### src/rtl/core/cipm_pkg.sv
// Package of the cached inner product block: sizes, codes and the queue entry type.
// Depends on nothing; the top level, front, queue, back and testbench import it.
`default_nettype none

package cipm_pkg;

  // Sizes of the key cache.
  localparam int CACHE_INDEX_BITS = 8;
  localparam int BLOCK_COUNT      = 16;
  localparam int RING_WIDTH       = 128;
  localparam int WORD_BITS        = 64;
  localparam int HALVES           = 2;

  localparam int BLOCK_BITS  = (BLOCK_COUNT > 1) ? $clog2(BLOCK_COUNT) : 1;
  localparam int ADDR_BITS   = BLOCK_BITS + CACHE_INDEX_BITS;
  localparam int TABLE_DEPTH = 2 ** ADDR_BITS;

  // Lanes at or above the ring width read as zero on the result.
  localparam logic [WORD_BITS-1:0] LOW_LANE_MASK =
      (RING_WIDTH >= 64) ? {WORD_BITS{1'b1}} : ((64'd1 << RING_WIDTH) - 64'd1);
  localparam logic [WORD_BITS-1:0] HIGH_LANE_MASK =
      (RING_WIDTH >= 128) ? {WORD_BITS{1'b1}} :
      (RING_WIDTH <= 64)  ? {WORD_BITS{1'b0}} :
      ((64'd1 << (RING_WIDTH - 64)) - 64'd1);

  // Queue between the front and the back.
  localparam int QUEUE_DEPTH = 2;
  localparam int QPTR_BITS   = (QUEUE_DEPTH > 1) ? $clog2(QUEUE_DEPTH) : 1;
  localparam int QCOUNT_BITS = $clog2(QUEUE_DEPTH + 1);

  typedef enum logic {
    KIND_LOAD  = 1'b0,
    KIND_INDEX = 1'b1
  } item_kind_t;

  typedef enum logic [1:0] {
    TABLE_MOD2    = 2'd0,
    TABLE_MOD3_HI = 2'd1,
    TABLE_MOD3_LO = 2'd2
  } table_sel_t;

  // One classified operation as it travels through the queue.
  typedef struct packed {
    logic                   is_index;
    logic                   last;
    table_sel_t             target;
    logic [ADDR_BITS-1:0]   addr;
    logic                   half;
    logic [WORD_BITS-1:0]   word;
  } cipm_op_t;

endpackage

`default_nettype wire

### src/rtl/core/cipm_if.sv
// Channel interfaces of the cached inner product block: input items and results.
// Depends on nothing but the handshake convention valid/ready.
`default_nettype none

interface cipm_item_if;
  logic        valid;
  logic        ready;
  logic        kind;
  logic [1:0]  table_select;
  logic [3:0]  block_number;
  logic [7:0]  entry_number;
  logic        half_select;
  logic [63:0] table_word;
  logic [7:0]  input_index;

  modport source (output valid, kind, table_select, block_number, entry_number,
                  half_select, table_word, input_index, input ready);
  modport sink (input valid, kind, table_select, block_number, entry_number,
                half_select, table_word, input_index, output ready);
endinterface


`default_nettype wire

### src/rtl/core/cipm_front.sv
// Front of the cached inner product block: takes input beats, drops loads that
// hit no table, tracks the block position and forms table addresses. Uses cipm_pkg.
`default_nettype none

module cipm_front
  import cipm_pkg::*;
(
  input  wire logic clk,
  input  wire logic rst,
  cipm_item_if.sink item,
  input  wire logic full,
  output logic      push,
  output cipm_op_t  push_op
);

  logic [BLOCK_BITS-1:0]       position;
  logic                        accept;
  logic                        is_index;
  logic                        load_hits;
  logic                        last_block;
  logic [CACHE_INDEX_BITS-1:0] entry_low;
  logic [CACHE_INDEX_BITS-1:0] index_low;

  assign item.ready = !full;
  assign accept     = item.valid && !full;
  assign is_index   = (item.kind == KIND_INDEX);

  // A load is kept only for a known table and a block that exists.
  assign load_hits = (item.table_select == TABLE_MOD2 ||
                      item.table_select == TABLE_MOD3_HI ||
                      item.table_select == TABLE_MOD3_LO) &&
                     (32'(item.block_number) < BLOCK_COUNT);

  assign last_block = (position == BLOCK_BITS'(BLOCK_COUNT - 1));
  assign entry_low  = CACHE_INDEX_BITS'(item.entry_number);
  assign index_low  = CACHE_INDEX_BITS'(item.input_index);

  // Classify the beat and build the queue entry.
  always_comb begin
    push            = accept && (is_index || load_hits);
    push_op.is_index = is_index;
    push_op.last     = last_block;
    push_op.target   = table_sel_t'(item.table_select);
    push_op.half     = item.half_select;
    push_op.word     = item.table_word;
    if (is_index) begin
      push_op.addr = {position, index_low};
    end else begin
      push_op.addr = {BLOCK_BITS'(item.block_number), entry_low};
    end
  end

  // Block position steps once per accepted index and wraps after the last block.
  always_ff @(posedge clk) begin
    if (rst) begin
      position <= '0;
    end else if (accept && is_index) begin
      position <= last_block ? '0 : position + BLOCK_BITS'(1);
    end
  end

endmodule

`default_nettype wire

### src/flat_wrapper.sv
// flat-port wrapper written by rule: the top's interface ports become plain ports
module cipm_front_flat import cipm_pkg::*;
  (clk, rst, full, push, push_op, item_valid, item_kind, item_table_select, item_block_number, item_entry_number, item_half_select, item_table_word, item_input_index, item_ready);
  cipm_item_if item_i ();
  input  wire logic clk;
  input  wire logic rst;
  input  wire logic full;
  output logic push;
  output cipm_op_t push_op;
  input wire logic [$bits(item_i.valid)-1:0] item_valid;
  input wire logic [$bits(item_i.kind)-1:0] item_kind;
  input wire logic [$bits(item_i.table_select)-1:0] item_table_select;
  input wire logic [$bits(item_i.block_number)-1:0] item_block_number;
  input wire logic [$bits(item_i.entry_number)-1:0] item_entry_number;
  input wire logic [$bits(item_i.half_select)-1:0] item_half_select;
  input wire logic [$bits(item_i.table_word)-1:0] item_table_word;
  input wire logic [$bits(item_i.input_index)-1:0] item_input_index;
  output wire logic [$bits(item_i.ready)-1:0] item_ready;
  assign item_i.valid = item_valid;
  assign item_i.kind = item_kind;
  assign item_i.table_select = item_table_select;
  assign item_i.block_number = item_block_number;
  assign item_i.entry_number = item_entry_number;
  assign item_i.half_select = item_half_select;
  assign item_i.table_word = item_table_word;
  assign item_i.input_index = item_input_index;
  assign item_ready = item_i.ready;
  cipm_front u_core (.clk(clk), .rst(rst), .item(item_i), .full(full), .push(push), .push_op(push_op));
endmodule
### config.mk
export PLATFORM = sky130hd
export DESIGN_NAME = cipm_front_flat
export DESIGN_NICKNAME = d
export VERILOG_FILES = /design/src/rtl/core/cipm_pkg.sv /design/src/rtl/core/cipm_if.sv /design/src/rtl/core/cipm_front.sv /design/src/flat_wrapper.sv
export SDC_FILE = /design/constraint.sdc
export NUM_CORES = 1
export LEC_CHECK = 0
export ABC_AREA = 1
export BUFFER_PORTS_ARGS = -buffer_cell sky130_fd_sc_hd__buf_2
export CORE_AREA = 2 2 68 70
export CTS_BUF_LIST = sky130_fd_sc_hd__clkbuf_16
export CTS_CLUSTER_DIAMETER = 120
export DETAILED_ROUTE_END_ITERATION = 8
export DIE_AREA = 0 0 70 72
export PLACE_DENSITY = 0.72
export RECOVER_POWER = 100
export SYNTH_ARGS = -nofsm -noshare
export SYNTH_HDL_FRONTEND = slang
export SYNTH_SLANG_ARGS = --single-unit
### constraint.sdc
create_clock -name clk -period 0.9 [get_ports clk]
set_input_delay 0.18 -clock clk [delete_from_list [all_inputs] [get_ports clk]]
set_output_delay 0.18 -clock clk [all_outputs]
set_load 0.03 [all_outputs]
# After elaboration in Yosys (flattened, before gate mapping)

Cells that the tools add are included.
W data, S select, Z words.

Word-level logic and storage cells: 15
Input bits: 92
Flip-flop bits (word level): 4

Eq/ne operators: 3
Reductions and logical operators: 8
Add/sub/neg operators: 1
Mux-type cells: 2

Operators with widths:

| operator              | number |
|---|---|
| $mux W12              | 1 |
| $add A4 B1 Y4 const B | 1 |
| $eq A4 B4 Y1 const B  | 1 |
| $mux W4               | 1 |
| $logic_and A1 B1 Y1   | 3 |
| $logic_or A1 B1 Y1    | 3 |
| $eq A2 B1 Y1 const B  | 1 |
| $eq A2 B2 Y1 const B  | 1 |
| $logic_not A2 Y1      | 1 |
| $logic_not A1 Y1      | 1 |

# Longest topological paths before layout

Gate-level depths: netlist of the first run.

Word-level depth: 5
Depth in mapped cells: 6

# Least setup slack after synthesis of the first run

Ideal clock, no wire load.

Path type: reg-to-output
From: register u_core.position[2]
To: output port push_op[75] in the netlist's numbering
Arrival time: 1.076 ns
Data required time: 0.720 ns
Stages on the path, launching flop included: 3
Buffers on the path: 0
Slack: -0.356 ns
Cells stage by stage: dfxtp_1 inv_1 o21ai_0

RTL lines:

| what                     | RTL line          | RTL |
|---|---|---|
| start: declaration       | cipm_front.sv:16  | `logic [BLOCK_BITS-1:0] position;` |
| start signal: assignment | cipm_front.sv:58  | `position <= last_block ? '0 : position + BLOCK_BITS'(1);` |
| end: declaration         | flat_wrapper.sv:9 | `output cipm_op_t push_op;` |

==> flow_summary.ini, run 1 <==
[sta]
skew_ps = 1.44
max_freq_mhz = 859
rsz0062_at_grt = yes
hold_viol_final = 0
setup_ws_ps = -264
slew-limit-headroom_pct = 72.7
drv_slew = 0
fin_crit_ps = 1160
tightest_slew_ps = 411
setup_viol = 11
post-route-period-util_pct = 129

[final_layout]
antenna_cells = 0
drive_gt1_share_pct = 71.5
area_growth_pct = 21.3
top_regs = u_core.position: 4 flops
top_register = u_core.position
layoutNonFillerInstCount = 182
largest_register_ffs = 4
layout.nets = 224

[status]
run_status = complete, but fails checks
violations = setup timing

[cts]
clock_latency_ps = 230
clock-sinks = 4
holdBufCountCts = 0
htreeDepth = 1
clk_pin_slew_ps = 30
clockBufferDepth = 2
cts_tree = built
cts-buffers-inserted = 3
root_buffer = clkbuf_16

[placed_design]
port-buffer-count = 44
dp.cells = 168
dp_hpwl_um = 1810
place.gp.congestion = 0.727

[yosys]
synth_fp_nets = 230
synth_top_area_share_pct = 57.3
synth.ff_latch_count = 4
synth-seq-area-share_pct = 8.86
syn_area_um2 = 903
synth_top_area_cell = buf_4
netlist_top_cells_count = buf_4, nand2_1, inv_1
synthFlopType = dfxtp_1
syn_avg_cell_area_um2 = 6.59
yosys_warnings = 0
synth_edf_count = 0
syn-instance-count = 137
yosysMostFrequentCell = buf_4
synth_area_leaders = buf_4, nand2_1, dfxtp_1
ys_async_sr_fraction_pct = 0
ys_types = 18

[pwr]
peakVddDrop_mv = 0.643
power.leakage_uw = 0.000519
powerDensity_nw_per_um2 = 1230
power_uw = 1350

[floorplanning]
start_util_pct = 21.2
rows = 24
dieArea_um2 = 5040
die_x_um = 70
ios = 175
die_h_um = 72
core_area_um2 = 4260

[setup_path]
r2r_slack_ps = -160
critPathKind = reg2out
cp.arrival_ps = 980
required_ps = 720
endpoint_kind = output port
critPathMaxFanout = 3
cp-start-kind = flip-flop

[global_routing]
grt_util_all_layers_pct = 8.79
overflow = 0
grt_max_degree = 17
grt_pass1_vias = 782
grt_pass1_wl_um = 3510
antenna_found_initial = 0

[flow_run]
maxCapViolations = 0

[drt]
postRouteAntennaNets = 0
firstDrtPassIters = 2
viasPerCell = 4.07
drt_iter0_drc = 16
routed_wl_um = 2500
wl_per_cell_um = 13.7
drc_errors = 0
dr_total_vias = 741

[min_path]
hold_path.class = in2reg
[per-layer routing]
metal,GRT usage [%],up-vias,share of wire (%),wire length (um)
li1,-,338,-,-
met1,7.30,318,32,791
met2,14.8,51,46,1140
met3,4.86,34,15,368
met4,8.33,0,7.8,195
met5,0,-,0,0
[cells in the final DEF, fill, tap and decap left out, types with 2 or more instances in the layout]
cell,netlist,final
nand2_2,0,8
nand2_1,32,23
inv_2,0,4
o21ai_2,0,3
clkbuf_1,0,2
buf_6,2,15
clkbuf_16,0,3
o21ai_1,1,3
inv_1,7,2
dfxtp_4,0,3
buf_2,0,27
buf_4,69,11
nor2_1,5,4
buf_12,0,2
[critical path, cell delays in order (launching register included)]
cell	delay, ps
dfxtp_4	370
ha_4	150
nand3_4	70
inv_2	60
buf_6	120
[path summary, 6_finish.rpt]
kind	startpoint	endpoint	depth (start not counted)
worst max-delay path	u_core.position[1]$_SDFFE_PP0P_	push_op[79]	4
worst max register to register	u_core.position[1]$_SDFFE_PP0P_	u_core.position[0]$_SDFFE_PP0P_	6
worst min-delay path	rst	u_core.position[0]$_SDFFE_PP0P_	2
worst min register to register	u_core.position[3]$_SDFFE_PP0P_	u_core.position[3]$_SDFFE_PP0P_	3
[layout make-up]
class,count,area (um2)
Inverter,8,48.8
Timing Repair inverter,1,8.76
Sequential cell,4,92.6
Clock inverter,1,3.75
Tap cell,52,65.1
Clock buffer,3,75.1
Fill cell,485,3170
Multi-Input combinational cell,54,348
Timing Repair Buffer,59,454
[power by group]
part | internal, uW | switching, uW
logic | 201 | 249
clock network | 574 | 137
registers | 178 | 8.08
total | 953 | 394
[repair_timing]
action,CTS,global route
endpoints found under the setup margin,17,19
pin swaps,8,6
hold endpoints to repair,0,0
cloned,0,2
resized for setup,29,30
buffers inserted,5,3
[through the flow]
step	area [um2]	hold slack (ps)	setup TNS, ps	util, %	setup WS (ps)
4_1_cts	993	117	-2340	23.3	-268
3_3_place_gp	778	348	-1700	18.3	-137
5_1_grt	1100	122	-1990	25.7	-298
3_5_place_dp	778	353	-1920	18.3	-140
2_1_floorplan	1000	233	-16.2	-	-9.11
6_report	1100	115	-1440	25.7	-264
[cells by family after synthesis]
kind of cell | count (synthesis) | share of synthesized area (%)
buffers and inverters | 79 | 63.4
AND/OR/NAND/NOR | 43 | 20.2
AO/OA/AOI/OAI | 10 | 6.09
flip-flops | 4 | 8.86
adder cells (fa/ha/maj) | 1 | 1.38
Power figures use the tool's default switching activity.
==> run 2, diff against run 1 <==
Settings changed: PLACE_DENSITY 0.72 to unset, PLACE_DENSITY_LB_ADDON set to 0.3.
==> flow_summary.ini, run 2 (synthesized netlist as in run 1, its figures left out) <==
[status]
run_status = complete, but fails checks
violations = setup timing

[sta]
fin_setup_tns_ps = -1280
post-route-period-util_pct = 130
tightest_slew_ps = 402
slew-limit-headroom_pct = 73.3
setup_viol = 8
whs_ps = 115
drv_slew = 0
rsz0062_at_grt = yes
max_freq_mhz = 857
hold_viol_final = 0
skew_ps = 2.84
fin_crit_ps = 1170
setup_ws_ps = -267

[final_layout]
nFillCells = 492
drive_gt1_share_pct = 73.1
final_cell_mix = buf_2, nand2_1, buf_6
post-route-util_pct = 25.7
antenna_cells = 0
layout.nets = 224
largest_register_ffs = 4
final_common_cell = buf_2
top_register = u_core.position
top_regs = u_core.position: 4 flops
layoutNonFillerInstCount = 182
area_growth_pct = 21.5

[pwr]
p_int_uw = 966
peakVddDrop_mv = 0.422
combPwrFrac_pct = 34.9
power.share.switching_pct = 28.9
power.leakage_uw = 0.000520
power_uw = 1360
p_sw_uw = 392
powerDensity_nw_per_um2 = 1240
pwr-share-clk_pct = 51.6
seqPwrFrac_pct = 13.5

[setup_path]
regToRegEndpoint = u_core.position[0]$_SDFFE_PP0P_
cp.arrival_ps = 990
r2r_slack_ps = -200
critPathKind = reg2out
critPathMaxFanout = 4
cp-start-kind = flip-flop
required_ps = 720
endpoint_kind = output port
reg2regPathDepth = 6
r2r_start = u_core.position[0]$_SDFFE_PP0P_

[min_path]
hold_path.class = in2reg
holdPathEnd = u_core.position[0]$_SDFFE_PP0P_
hp-start = rst
worst_hold_path.num_cells = 2

[floorplanning]
dieArea_um2 = 5040
die_x_um = 70
rows = 24
start_util_pct = 21.2
ios = 175
core_area_um2 = 4260
die_h_um = 72

[placed_design]
dp.cells = 169
place.gp.congestion = 0.661
dp_hpwl_um = 1700
port-buffer-count = 44

[global_routing]
overflow = 0
grt_pass1_vias = 731
globalRouteMet2Util_pct = 13.4
grt_pass1_wl_um = 3550
met1_usage_pct = 9.98
grt_max_degree = 9
busiest_layer = met2
gr-usage-met3_pct = 3.33
antenna_found_initial = 0
grt_util_all_layers_pct = 9.23

[cts]
htreeDepth = 1
clock_latency_ps = 230
clockBufferDepth = 2
holdBufCountCts = 0
clk_pin_slew_ps = 30
clock-sinks = 4
cts_tree = built
cts-buffers-inserted = 3
root_buffer = clkbuf_16

[drt]
firstDrtPassIters = 2
viasPerCell = 3.89
routed_wl_um = 2370
dr_total_vias = 708
postRouteAntennaNets = 0
drt_iter0_drc = 10
wl_per_cell_um = 13.0
drc_errors = 0

[flow_run]
maxCapViolations = 0
## run 2: cell types whose count changed in the layout (fill, tap and decap cells not counted), moves of 2 or more
| cell | delta |
|---|---|
| buf_6 | +2 |
| buf_2 | -3 |
| buf_4 | +2 |
| o21ai_1 | -2 |
## run 2: timing repair
action / CTS / global route
gates cloned: 2 / 0
resized for setup: 45 / 15
setup endpoints to repair: 19 / 18
buffers inserted: 7 / 1
pin swaps: 11 / 7
## run 2: worst max path at each step
stage / from / to / slack, ps
6_report: u_core.position[0]$_SDFFE_PP0P_ / push_op[79] / -270
5_1_grt: u_core.position[0]$_SDFFE_PP0P_ / push_op[79] / -300
4_1_cts: u_core.position[0]$_SDFFE_PP0P_ / push_op[79] / -270
3_5_place_dp: item_kind / push_op[74] / -160
3_3_place_gp: item_kind / push_op[74] / -150
2_1_floorplan: u_core.position[2]$_SDFFE_PP0P_ / push_op[75] / -9
## run 2: area by class of cell
type / count / area, um2 / area share (%)
flip-flops and latches: 4 / 95.1 / 8.67
clock buffers: 3 / 75.1 / 6.84
clock inverters: 1 / 3.75 / 0.342
repair buffers: 59 / 447 / 40.7
well taps: 52 / 65.1 / 5.93
repair inverters: 1 / 8.76 / 0.798
inverters: 8 / 43.8 / 3.99
multi-input cells: 54 / 359 / 32.7
## run 2: power by group through the flow
stage / Combinational [uW] / Sequential (uW) / Clock [uW]
final: 473 / 184 / 701
after global placement: 359 / 193 / 0
after detailed placement: 359 / 193 / 0
after global routing: 509 / 185 / 723
after floorplan: 777 / 191 / 0
after CTS: 444 / 185 / 711
## run 2: routing by layer
metal	vias up	share of wire (%)	wire length (um)
met5	-	0	0
met4	0	7.6	180
li1	337	-	-
met1	296	36	853
met3	23	12	275
met2	52	45	1060
## run 2: critical path, cell delays in order, from the launching register on
cell and delay (ps):
dfxtp_4 370, ha_4 150, nand3_4 60, inv_2 50, buf_6 120
## run 2: per-stage QoR
step                      instance area (um2)  worst slack, ps
after floorplan                          1000            -9.11
after global placement                    786             -152
after detailed placement                  786             -159
after CTS                                1040             -274
after global routing                     1100             -298
final                                    1100             -267
