## src/rtl/core/cipm_pkg.sv

```systemverilog
// Package of the cached inner product block: sizes, codes and the queue entry type.
// Depends on nothing; the top level, front, queue, back and testbench import it.
`default_nettype none

package cipm_pkg;

  // Sizes of the key cache.
  localparam int CACHE_INDEX_BITS = 8;
  localparam int BLOCK_COUNT      = 16;
  localparam int RING_WIDTH       = 128;
  localparam int WORD_BITS        = 64;
  localparam int HALVES           = 2;

  localparam int BLOCK_BITS  = (BLOCK_COUNT > 1) ? $clog2(BLOCK_COUNT) : 1;
  localparam int ADDR_BITS   = BLOCK_BITS + CACHE_INDEX_BITS;
  localparam int TABLE_DEPTH = 2 ** ADDR_BITS;

  // Lanes at or above the ring width read as zero on the result.
  localparam logic [WORD_BITS-1:0] LOW_LANE_MASK =
      (RING_WIDTH >= 64) ? {WORD_BITS{1'b1}} : ((64'd1 << RING_WIDTH) - 64'd1);
  localparam logic [WORD_BITS-1:0] HIGH_LANE_MASK =
      (RING_WIDTH >= 128) ? {WORD_BITS{1'b1}} :
      (RING_WIDTH <= 64)  ? {WORD_BITS{1'b0}} :
      ((64'd1 << (RING_WIDTH - 64)) - 64'd1);

  // Queue between the front and the back.
  localparam int QUEUE_DEPTH = 2;
  localparam int QPTR_BITS   = (QUEUE_DEPTH > 1) ? $clog2(QUEUE_DEPTH) : 1;
  localparam int QCOUNT_BITS = $clog2(QUEUE_DEPTH + 1);

  typedef enum logic {
    KIND_LOAD  = 1'b0,
    KIND_INDEX = 1'b1
  } item_kind_t;

  typedef enum logic [1:0] {
    TABLE_MOD2    = 2'd0,
    TABLE_MOD3_HI = 2'd1,
    TABLE_MOD3_LO = 2'd2
  } table_sel_t;

  // One classified operation as it travels through the queue.
  typedef struct packed {
    logic                   is_index;
    logic                   last;
    table_sel_t             target;
    logic [ADDR_BITS-1:0]   addr;
    logic                   half;
    logic [WORD_BITS-1:0]   word;
  } cipm_op_t;

endpackage

`default_nettype wire

```

## src/rtl/core/cipm_queue.sv

```systemverilog
// Short queue of classified operations between the front and the back.
// Depends on cipm_pkg for the entry type and the depth.
`default_nettype none

module cipm_queue
  import cipm_pkg::*;
(
  input  wire logic     clk,
  input  wire logic     rst,
  input  wire logic     push,
  input  wire cipm_op_t push_op,
  output logic          full,
  input  wire logic     pop,
  output cipm_op_t      pop_op,
  output logic          nonempty
);

  cipm_op_t               entries [QUEUE_DEPTH];
  logic [QPTR_BITS-1:0]   wr_ptr;
  logic [QPTR_BITS-1:0]   rd_ptr;
  logic [QCOUNT_BITS-1:0] count;
  logic [QCOUNT_BITS-1:0] count_next;
  logic                   do_push;
  logic                   do_pop;

  assign full     = (count == QCOUNT_BITS'(QUEUE_DEPTH));
  assign nonempty = (count != '0);
  assign do_push  = push && !full;
  assign do_pop   = pop && nonempty;
  assign pop_op   = entries[rd_ptr];

  // Occupancy follows pushes and pops.
  always_comb begin
    count_next = count;
    if (do_push && !do_pop) begin
      count_next = count + QCOUNT_BITS'(1);
    end else if (do_pop && !do_push) begin
      count_next = count - QCOUNT_BITS'(1);
    end
  end

  // Pointers wrap at the queue depth.
  always_ff @(posedge clk) begin
    if (rst) begin
      wr_ptr <= '0;
      rd_ptr <= '0;
      count  <= '0;
    end else begin
      count <= count_next;
      if (do_push) begin
        wr_ptr <= (wr_ptr == QPTR_BITS'(QUEUE_DEPTH - 1)) ? '0 : wr_ptr + QPTR_BITS'(1);
      end
      if (do_pop) begin
        rd_ptr <= (rd_ptr == QPTR_BITS'(QUEUE_DEPTH - 1)) ? '0 : rd_ptr + QPTR_BITS'(1);
      end
    end
  end

  // Entry storage carries no reset.
  always_ff @(posedge clk) begin
    if (do_push) begin
      entries[wr_ptr] <= push_op;
    end
  end

endmodule

`default_nettype wire

```

## config.mk

```make
export PLATFORM = sky130hd
export DESIGN_NAME = cipm_queue
export DESIGN_NICKNAME = d
export VERILOG_FILES = /design/src/rtl/core/cipm_pkg.sv /design/src/rtl/core/cipm_queue.sv
export SDC_FILE = /design/constraint.sdc
export NUM_CORES = 1
export LEC_CHECK = 0
export ABC_AREA = 0
export CAP_MARGIN = 20
export CORE_UTILIZATION = 55
export DETAILED_ROUTE_END_ITERATION = 12
export DONT_BUFFER_PORTS = 1
export PLACE_DENSITY = 0.78
export SETUP_SLACK_MARGIN = 0.15
export SLEW_MARGIN = 20
export SYNTH_ARGS = -nofsm -noshare
export SYNTH_HDL_FRONTEND = slang
export SYNTH_SLANG_ARGS = --single-unit
```

## constraint.sdc

```tcl
create_clock -name clk -period 6.49 [get_ports clk]
set_input_delay 1.298 -clock clk [delete_from_list [all_inputs] [get_ports clk]]
set_output_delay 1.298 -clock clk [all_outputs]
set_load 0.01 [all_outputs]
```

Word level (Yosys, flattened, before mapping)
Memory sizes are Yosys's and may differ from the RTL's. A register that Yosys moved wholly into a read port is not among the register bits. Index checks and enable logic that the tools add are counted.

Input port bits: 85. Bits in latches: 0. Register bits after elaboration: 4. Bits in writable memories: 162. Bits in read-only memories: 0. Memories: 1.

Memory list: entries (words 2, width 81, rd ports 1, clocked after memory_dff 1, write ports 1, line cipm_queue.sv:18) `cipm_op_t entries [QUEUE_DEPTH];`.

Div/mod/pow operators: 0. Eq/ne operators: 1. Reduce and logical (&&, ||, !) cells: 9. Multiply operators: 0. Muxes and demuxes: 8. Bitwise gates (word level): 0. Order comparisons: 0. Add/sub/neg operators: 4. Shifts and indexed selects: 0.

Operators by type and width (count): 1-bit two-way mux (6); 1-bit logical AND (4); 2-bit two-way mux (2); 2-bit nonzero test (2); 1-bit zero test (3); 1-bit adder, second input constant (2); 2-bit by 1-bit adder with 2-bit output, second input constant (1); 2-bit == test, second input constant (1); 2-bit by 1-bit subtractor with 2-bit output, second input constant (1).

Logic depth before layout (Yosys ltp)
Gate-level depths: netlist (run 1).

Depth after elaboration: 7. Gate-level depth with buffers: 6.

Least setup slack after synthesis (run 1)
Ideal clock, no wire load.

Path kind: input -> register. From: input push. To: memory entries[1][0] (netlist bit), enable pin. Path buffers: 0. Setup time: 0.449 ns. Path slack: 2.665 ns. Cell stages on the path: 3. Arrival time: 3.376 ns. Cells stage by stage: inv_1 > nor2_1 > and2_1.

Word-level cells in the longest chain between the ends: 3.

Ends and longest elaborated chain: from (decl) (line cipm_queue.sv:10) `input wire logic push,`; 1-bit logical AND (line cipm_queue.sv:28) `assign do_push = push && !full;`; named net do_push (line cipm_queue.sv:23) `logic do_push;`; 1-bit two-way mux (line cipm_queue.sv:61) `if (do_push) begin`; 1-bit two-way mux (not written as such) (line cipm_queue.sv:62) `entries[wr_ptr] <= push_op;`; to (decl) (line cipm_queue.sv:18).

The timed path passes the listed nets, and every way through them passes these cells.

==> impl_metrics.py, run 1 <==
metrics = {
    "status": {
        "outcome": "finished clean",
    },
    "clock_network": {
        "clk_pin_slew_worst_paths_ns": 0.06,
        "post_cts_buffers": 0,
        "ctsHoldBuffers": 0,
        "numClockSinks": 167,
        "htree_levels": 4,
        "cts-resized-gates": 0,
        "cts-buffers-inserted": 17,
        "cts_tree": "yes",
        "cts.path.max_buffers": 2,
        "clk-insertion-delay-late_ns": 0.51,
        "cts_root_buf": "clkbuf_8",
    },
    "power_and_ir_drop": {
        "p_leak_nw": 2.25,
        "pwr-share-clk_pct": 36.4,
        "p_int_mw": 2.31,
        "p_sw_uw": 733,
        "totalPowerFinal_mw": 3.04,
        "power_frac_seq_pct": 48.0,
        "ir_drop_v": 0.000233,
        "power.density_nw_per_um2": 442,
        "p_sw_share_pct": 24.1,
        "combPwrFrac_pct": 15.6,
    },
    "sta": {
        "finalHoldViolCount": 0,
        "fmax_ghz": 0.296,
        "finalClockSkew_ns": 0.00426,
        "finalSetupViolCount": 0,
        "setup_tns_ns": 0,
        "worstMarginPinSlew_ns": 1.05,
        "post-route-min-period_ns": 3.37,
        "fin_crit_sh_pct": 52.0,
        "grt_setup_unrepaired": "false",
        "slew_viol_final": 0,
        "maxSlewHeadroom_pct": 30.3,
        "hold_ws_ns": 0.483,
    },
    "synth": {
        "yosysSeqAreaShare_pct": 81.9,
        "synth_compound_area_share_pct": 0.413,
        "yosys.area_share.adder_pct": 0.206,
        "synth.avg_cell_area_um2": 21.9,
        "synthSimpleGateAreaFrac_pct": 0.805,
        "synthMuxAreaShare_pct": 15.0,
        "syn_nets": 363,
        "synthXorXnorAreaFrac_pct": 0.433,
        "ys_warn_count": 0,
        "ys_ff_latch": 167,
        "synth_cells": 277,
        "synth_top_family_by_area": "multiplexers",
        "syn_area_um2": 6060,
        "synth_cell_types": 15,
    },
    "setup_path": {
        "cpPeakStageDelay_ns": 1.03,
        "startpoint_type": "flip-flop",
        "cp_slowest_cell": "dfxtp_4",
        "arrival_ns": 2.08,
        "reg2reg_depth": 4,
        "path_depth": 1,
        "regToRegSetupSlack_ns": 4.09,
        "crit_required_ns": 5.19,
        "crit_path_end": "pop_op[7]",
        "crit_chain": "mux2_2",
        "critPathCaptureType": "output pin",
        "cp_max_fo": 81,
        "reg2reg_to": "entries[0][68]",
        "crit_buf_inv": 0,
        "crit_family": "flip-flops",
        "worst-setup-path-type": "reg2out",
        "timing.rr.start": "count[0]",
    },
    "layout": {
        "fin_nets": 375,
        "nFillCells": 683,
        "final_cell_mix": "162 x edfxtp_1, 81 x mux2_2, 16 x clkbuf_16",
        "multiInputGateArea_um2": 1030,
        "register_area_um2": 4970,
        "stdcell_area_um2": 6870,
        "syn_to_final_growth_pct": 13.3,
        "diodes": 0,
        "layoutNonFillerInstCount": 438,
        "drive_gt1_share_pct": 38.1,
        "final_common_cell": "edfxtp_1",
    },
    "route": {
        "drtIter0Drc": 110,
        "dr.pass1.iters": 4,
        "vias_per_cell": 5.64,
        "post-route-drc-count": 0,
        "drt-total-wl_mm": 9.25,
        "vias": 2471,
        "wire_per_inst_um": 21.1,
        "postRouteAntennaNets": 0,
    },
    "floorplan": {
        "die_h_um": 107,
        "dieArea_um2": 11400,
        "start_util_pct": 57.7,
        "num_rows": 37,
        "core_area_um2": 10500,
        "io_pins": 168,
        "fp.dieW_um": 107,
    },
    "place": {
        "dpl_cell_area_um2": 6180,
        "dp.cells": 405,
        "dp_hpwl_mm": 5.56,
        "routabilityCongestion": 0.697,
        "portBuffers": 0,
    },
    "global_route": {
        "grt_max_degree": 82,
        "overflow": 0,
        "antenna_found_initial": 0,
        "grt_pass1_vias": 2554,
        "grt_pass1_wl_mm": 13.6,
        "grt_usage_pct": 16.6,
    },
    "run": {
        "maxCapViolations": 0,
    },
    "min_path": {
        "hold_class": "reg2reg",
    },
}
## sequential cells by signal, indices dropped and copies added, names as in the netlist, named ones only
signal   count
entries    162
count        2
wr_ptr       1
rd_ptr       1
## routing by layer
layer / part of all wire [%] / up-vias / global-route usage, %
met4: 2.0 / 0 / 7.83
met1: 37 / 1205 / 19.7
met2: 48 / 136 / 24.7
met3: 13 / 16 / 9.00
met5: 0 / - / 0
li1: - / 1114 / -
## Yosys cell counts
cell / number / share of area [%]
mux2_2: 81 / 15
xor2_1: 3 / 0.43
buf_4: 8 / 0.99
inv_1: 2 / 0.12
or2_2: 1 / 0.10
a21oi_1: 2 / 0.17
ha_1: 1 / 0.21
nor2b_2: 1 / 0.14
o21ai_0: 3 / 0.25
buf_2: 1 / 0.082
dfxtp_1: 5 / 1.7
edfxtp_1: 162 / 80
or3_1: 2 / 0.21
and2_1: 1 / 0.10
nor2_1: 4 / 0.25
## power groups by stage
stage / Clock, mW / Sequential (mW) / Combinational [mW]
2_1_floorplan: 0 / 1.41 / 0.468
3_3_place_gp: 0 / 1.48 / 0.467
3_5_place_dp: 0 / 1.49 / 0.472
4_1_cts: 1.13 / 1.47 / 0.475
5_1_grt: 1.18 / 1.48 / 0.504
6_report: 1.11 / 1.46 / 0.475
## per-stage QoR
stage               worst slack, ns  utilization (%)
finish                         3.12             65.4
global route                   2.99             65.4
CTS                            3.06             65.1
detailed placement             3.23             58.8
global placement               3.25             58.8
floorplan                      2.67                -
## kinds of logic (layout without fill, tap and decap cells)
family | after synthesis | in the layout
AOI/OAI and AO/OA | 5 | 5
xor gates and xnor gates | 3 | 3
adders and majority gates | 1 | 1
buffers and inverters | 11 | 36
DFF | 167 | 167
muxes | 81 | 81
and+or+nand+nor | 9 | 9
## final cells by class
cell class | count | share of cell area (%)
flip-flops and latches | 167 | 72.3
multi-input cells | 99 | 15.0
clock buffers | 22 | 6.30
clock inverters | 10 | 3.31
well taps | 136 | 2.48
repair buffers | 2 | 0.510
inverters | 2 | 0.127
## worst min-delay path by stage
stage / startpoint / endpoint / slack (ns) / cells past startpoint
after floorplan: wr_ptr / wr_ptr / 0.45 / 2
after global routing: wr_ptr / wr_ptr / 0.54 / 2
after detailed placement: wr_ptr / wr_ptr / 0.47 / 2
after CTS: wr_ptr / wr_ptr / 0.48 / 2
after global placement: wr_ptr / wr_ptr / 0.47 / 2
final: wr_ptr / wr_ptr / 0.48 / 2
No activity file was read; power rests on OpenSTA's default activity.
==> run 2: changes to the inputs <==
- PLACE_DENSITY: 0.78 -> 0.81
- clock period: 6.49 -> 2.8 ns (I/O delays scaled with it)
==> run 2 against run 1 <==
- first-iteration DRC count fell by 11%
- critical path depth rose by 1
- routed wire length rose by 6.3%
- critical path type unchanged
- critical endpoint is now pop_op[12]
- highest routed layer unchanged
==> impl_metrics.py, run 2 (synthesis results as in run 1) <==
metrics = {
    "global_route": {
        "antenna_found_initial": 0,
        "grt_max_degree": 47,
        "grt_usage_pct": 17.8,
        "grt_pass1_wl_mm": 14.4,
        "grt_pass1_vias": 2710,
        "overflow": 0,
    },
    "power_and_ir_drop": {
        "totalPowerFinal_mw": 6.65,
        "power.density_nw_per_um2": 976,
        "p_sw_share_pct": 26.1,
        "p_int_mw": 4.91,
        "pwr-share-clk_pct": 31.8,
        "p_leak_nw": 2.20,
        "combPwrFrac_pct": 18.8,
        "power_frac_seq_pct": 49.4,
        "ir_drop_v": 0.000499,
        "p_sw_mw": 1.74,
    },
    "clock_network": {
        "cts-resized-gates": 0,
        "post_cts_buffers": 0,
        "numClockSinks": 167,
        "cts-buffers-inserted": 17,
        "cts_tree": "yes",
        "htree_levels": 4,
        "clk_pin_slew_worst_paths_ns": 0.06,
        "ctsHoldBuffers": 0,
        "cts.path.max_buffers": 2,
        "clk-insertion-delay-late_ns": 0.51,
        "cts_root_buf": "clkbuf_8",
    },
    "layout": {
        "final_cell_mix": "162 x edfxtp_1, 81 x mux2_2, 16 x clkbuf_16",
        "syn_to_final_growth_pct": 12.4,
        "largest_register": "entries",
        "diodes": 0,
        "layoutNonFillerInstCount": 442,
        "largest_reg_flops": 162,
        "fin_nets": 379,
        "stdcell_area_um2": 6810,
        "drive_gt1_share_pct": 38.6,
        "biggestRegsByFlops": "entries x162, count x2",
        "final_common_cell": "edfxtp_1",
    },
    "floorplan": {
        "start_util_pct": 57.7,
        "core_area_um2": 10500,
        "io_pins": 168,
        "num_rows": 37,
        "fp.dieW_um": 107,
        "dieArea_um2": 11400,
        "die_h_um": 107,
    },
    "setup_path": {
        "crit_required_ns": 2.24,
        "cp_max_fo": 29,
        "worst-setup-path-type": "reg2out",
        "startpoint_type": "flip-flop",
        "arrival_ns": 1.86,
        "critPathCaptureType": "output pin",
    },
    "sta": {
        "hold_ws_ns": 0.107,
        "fin_crit_sh_pct": 86.3,
        "finalSetupViolCount": 0,
        "finalHoldViolCount": 0,
        "fmax_ghz": 0.414,
        "worstMarginPinSlew_ns": 0.495,
        "slew_viol_final": 0,
        "setup_tns_ns": 0,
        "grt_setup_unrepaired": "false",
        "post-route-min-period_ns": 2.42,
        "maxSlewHeadroom_pct": 67.0,
        "finalClockSkew_ns": 0.0103,
    },
    "route": {
        "drtIter0Drc": 98,
        "postRouteAntennaNets": 0,
        "vias_per_cell": 5.78,
        "drt-total-wl_mm": 9.83,
        "wire_per_inst_um": 22.2,
        "post-route-drc-count": 0,
        "vias": 2553,
        "dr.pass1.iters": 4,
    },
    "place": {
        "routabilityCongestion": 0.723,
        "dpl_cell_area_um2": 6260,
        "portBuffers": 0,
        "dp.cells": 410,
        "dp_hpwl_mm": 6.55,
    },
    "min_path": {
        "hold_class": "in2reg",
    },
    "status": {
        "outcome": "finished clean",
    },
    "run": {
        "maxCapViolations": 0,
    },
}
run 2: worst paths after layout:
| kind | cells past startpoint | start | slack (ns) | end |
|---|---|---|---|---|
| max | 2 | flip-flop | 0.38 | pop_op[12] |
| min | 1 | rst | 0.11 | count[1] |
| max reg2reg | 4 | count[1] | 0.81 | entries[0][28] |
| min reg2reg | 2 | wr_ptr | 0.51 | wr_ptr |
run 2: area by class of cell:
cell class,count,area [µm²]
flip-flops and latches,167,4970
clock inverters,14,135
well taps,136,170
clock buffers,18,418
multi-input cells,99,1030
fillers,723,3700
inverters,2,11.3
repair buffers,6,82.6
run 2: layer usage:
metal	GRT usage (%)	up-vias	wire length (µm)	share of wire, %
met5	0	-	0	0
met4	9.10	0	214	2.2
met3	9.18	19	1200	12
met2	29.1	143	4990	51
met1	18.7	1263	3420	35
li1	-	1128	-	-
run 2: metrics by stage:
stage	worst slack (ns)	utilization, %
global route	0.292	64.8
detailed placement	0.740	59.6
floorplan	0.455	-
finish	0.382	64.8
CTS	0.348	64.8
global placement	0.758	59.6
run 2: worst max-delay path, stage by stage, from the launching register on:
cell and delay, ns:
dfxtp_4 0.60, buf_4 0.32, mux2_2 0.41
run 2: power by group through the flow:
| stage | Clock (mW) | Sequential [mW] | Combinational (mW) |
|---|---|---|---|
| after floorplan | 0 | 3.26 | 1.09 |
| after global placement | 0 | 3.31 | 1.24 |
| after detailed placement | 0 | 3.34 | 1.26 |
| after CTS | 2.18 | 3.29 | 1.27 |
| after global routing | 2.27 | 3.32 | 1.33 |
| final | 2.11 | 3.29 | 1.25 |
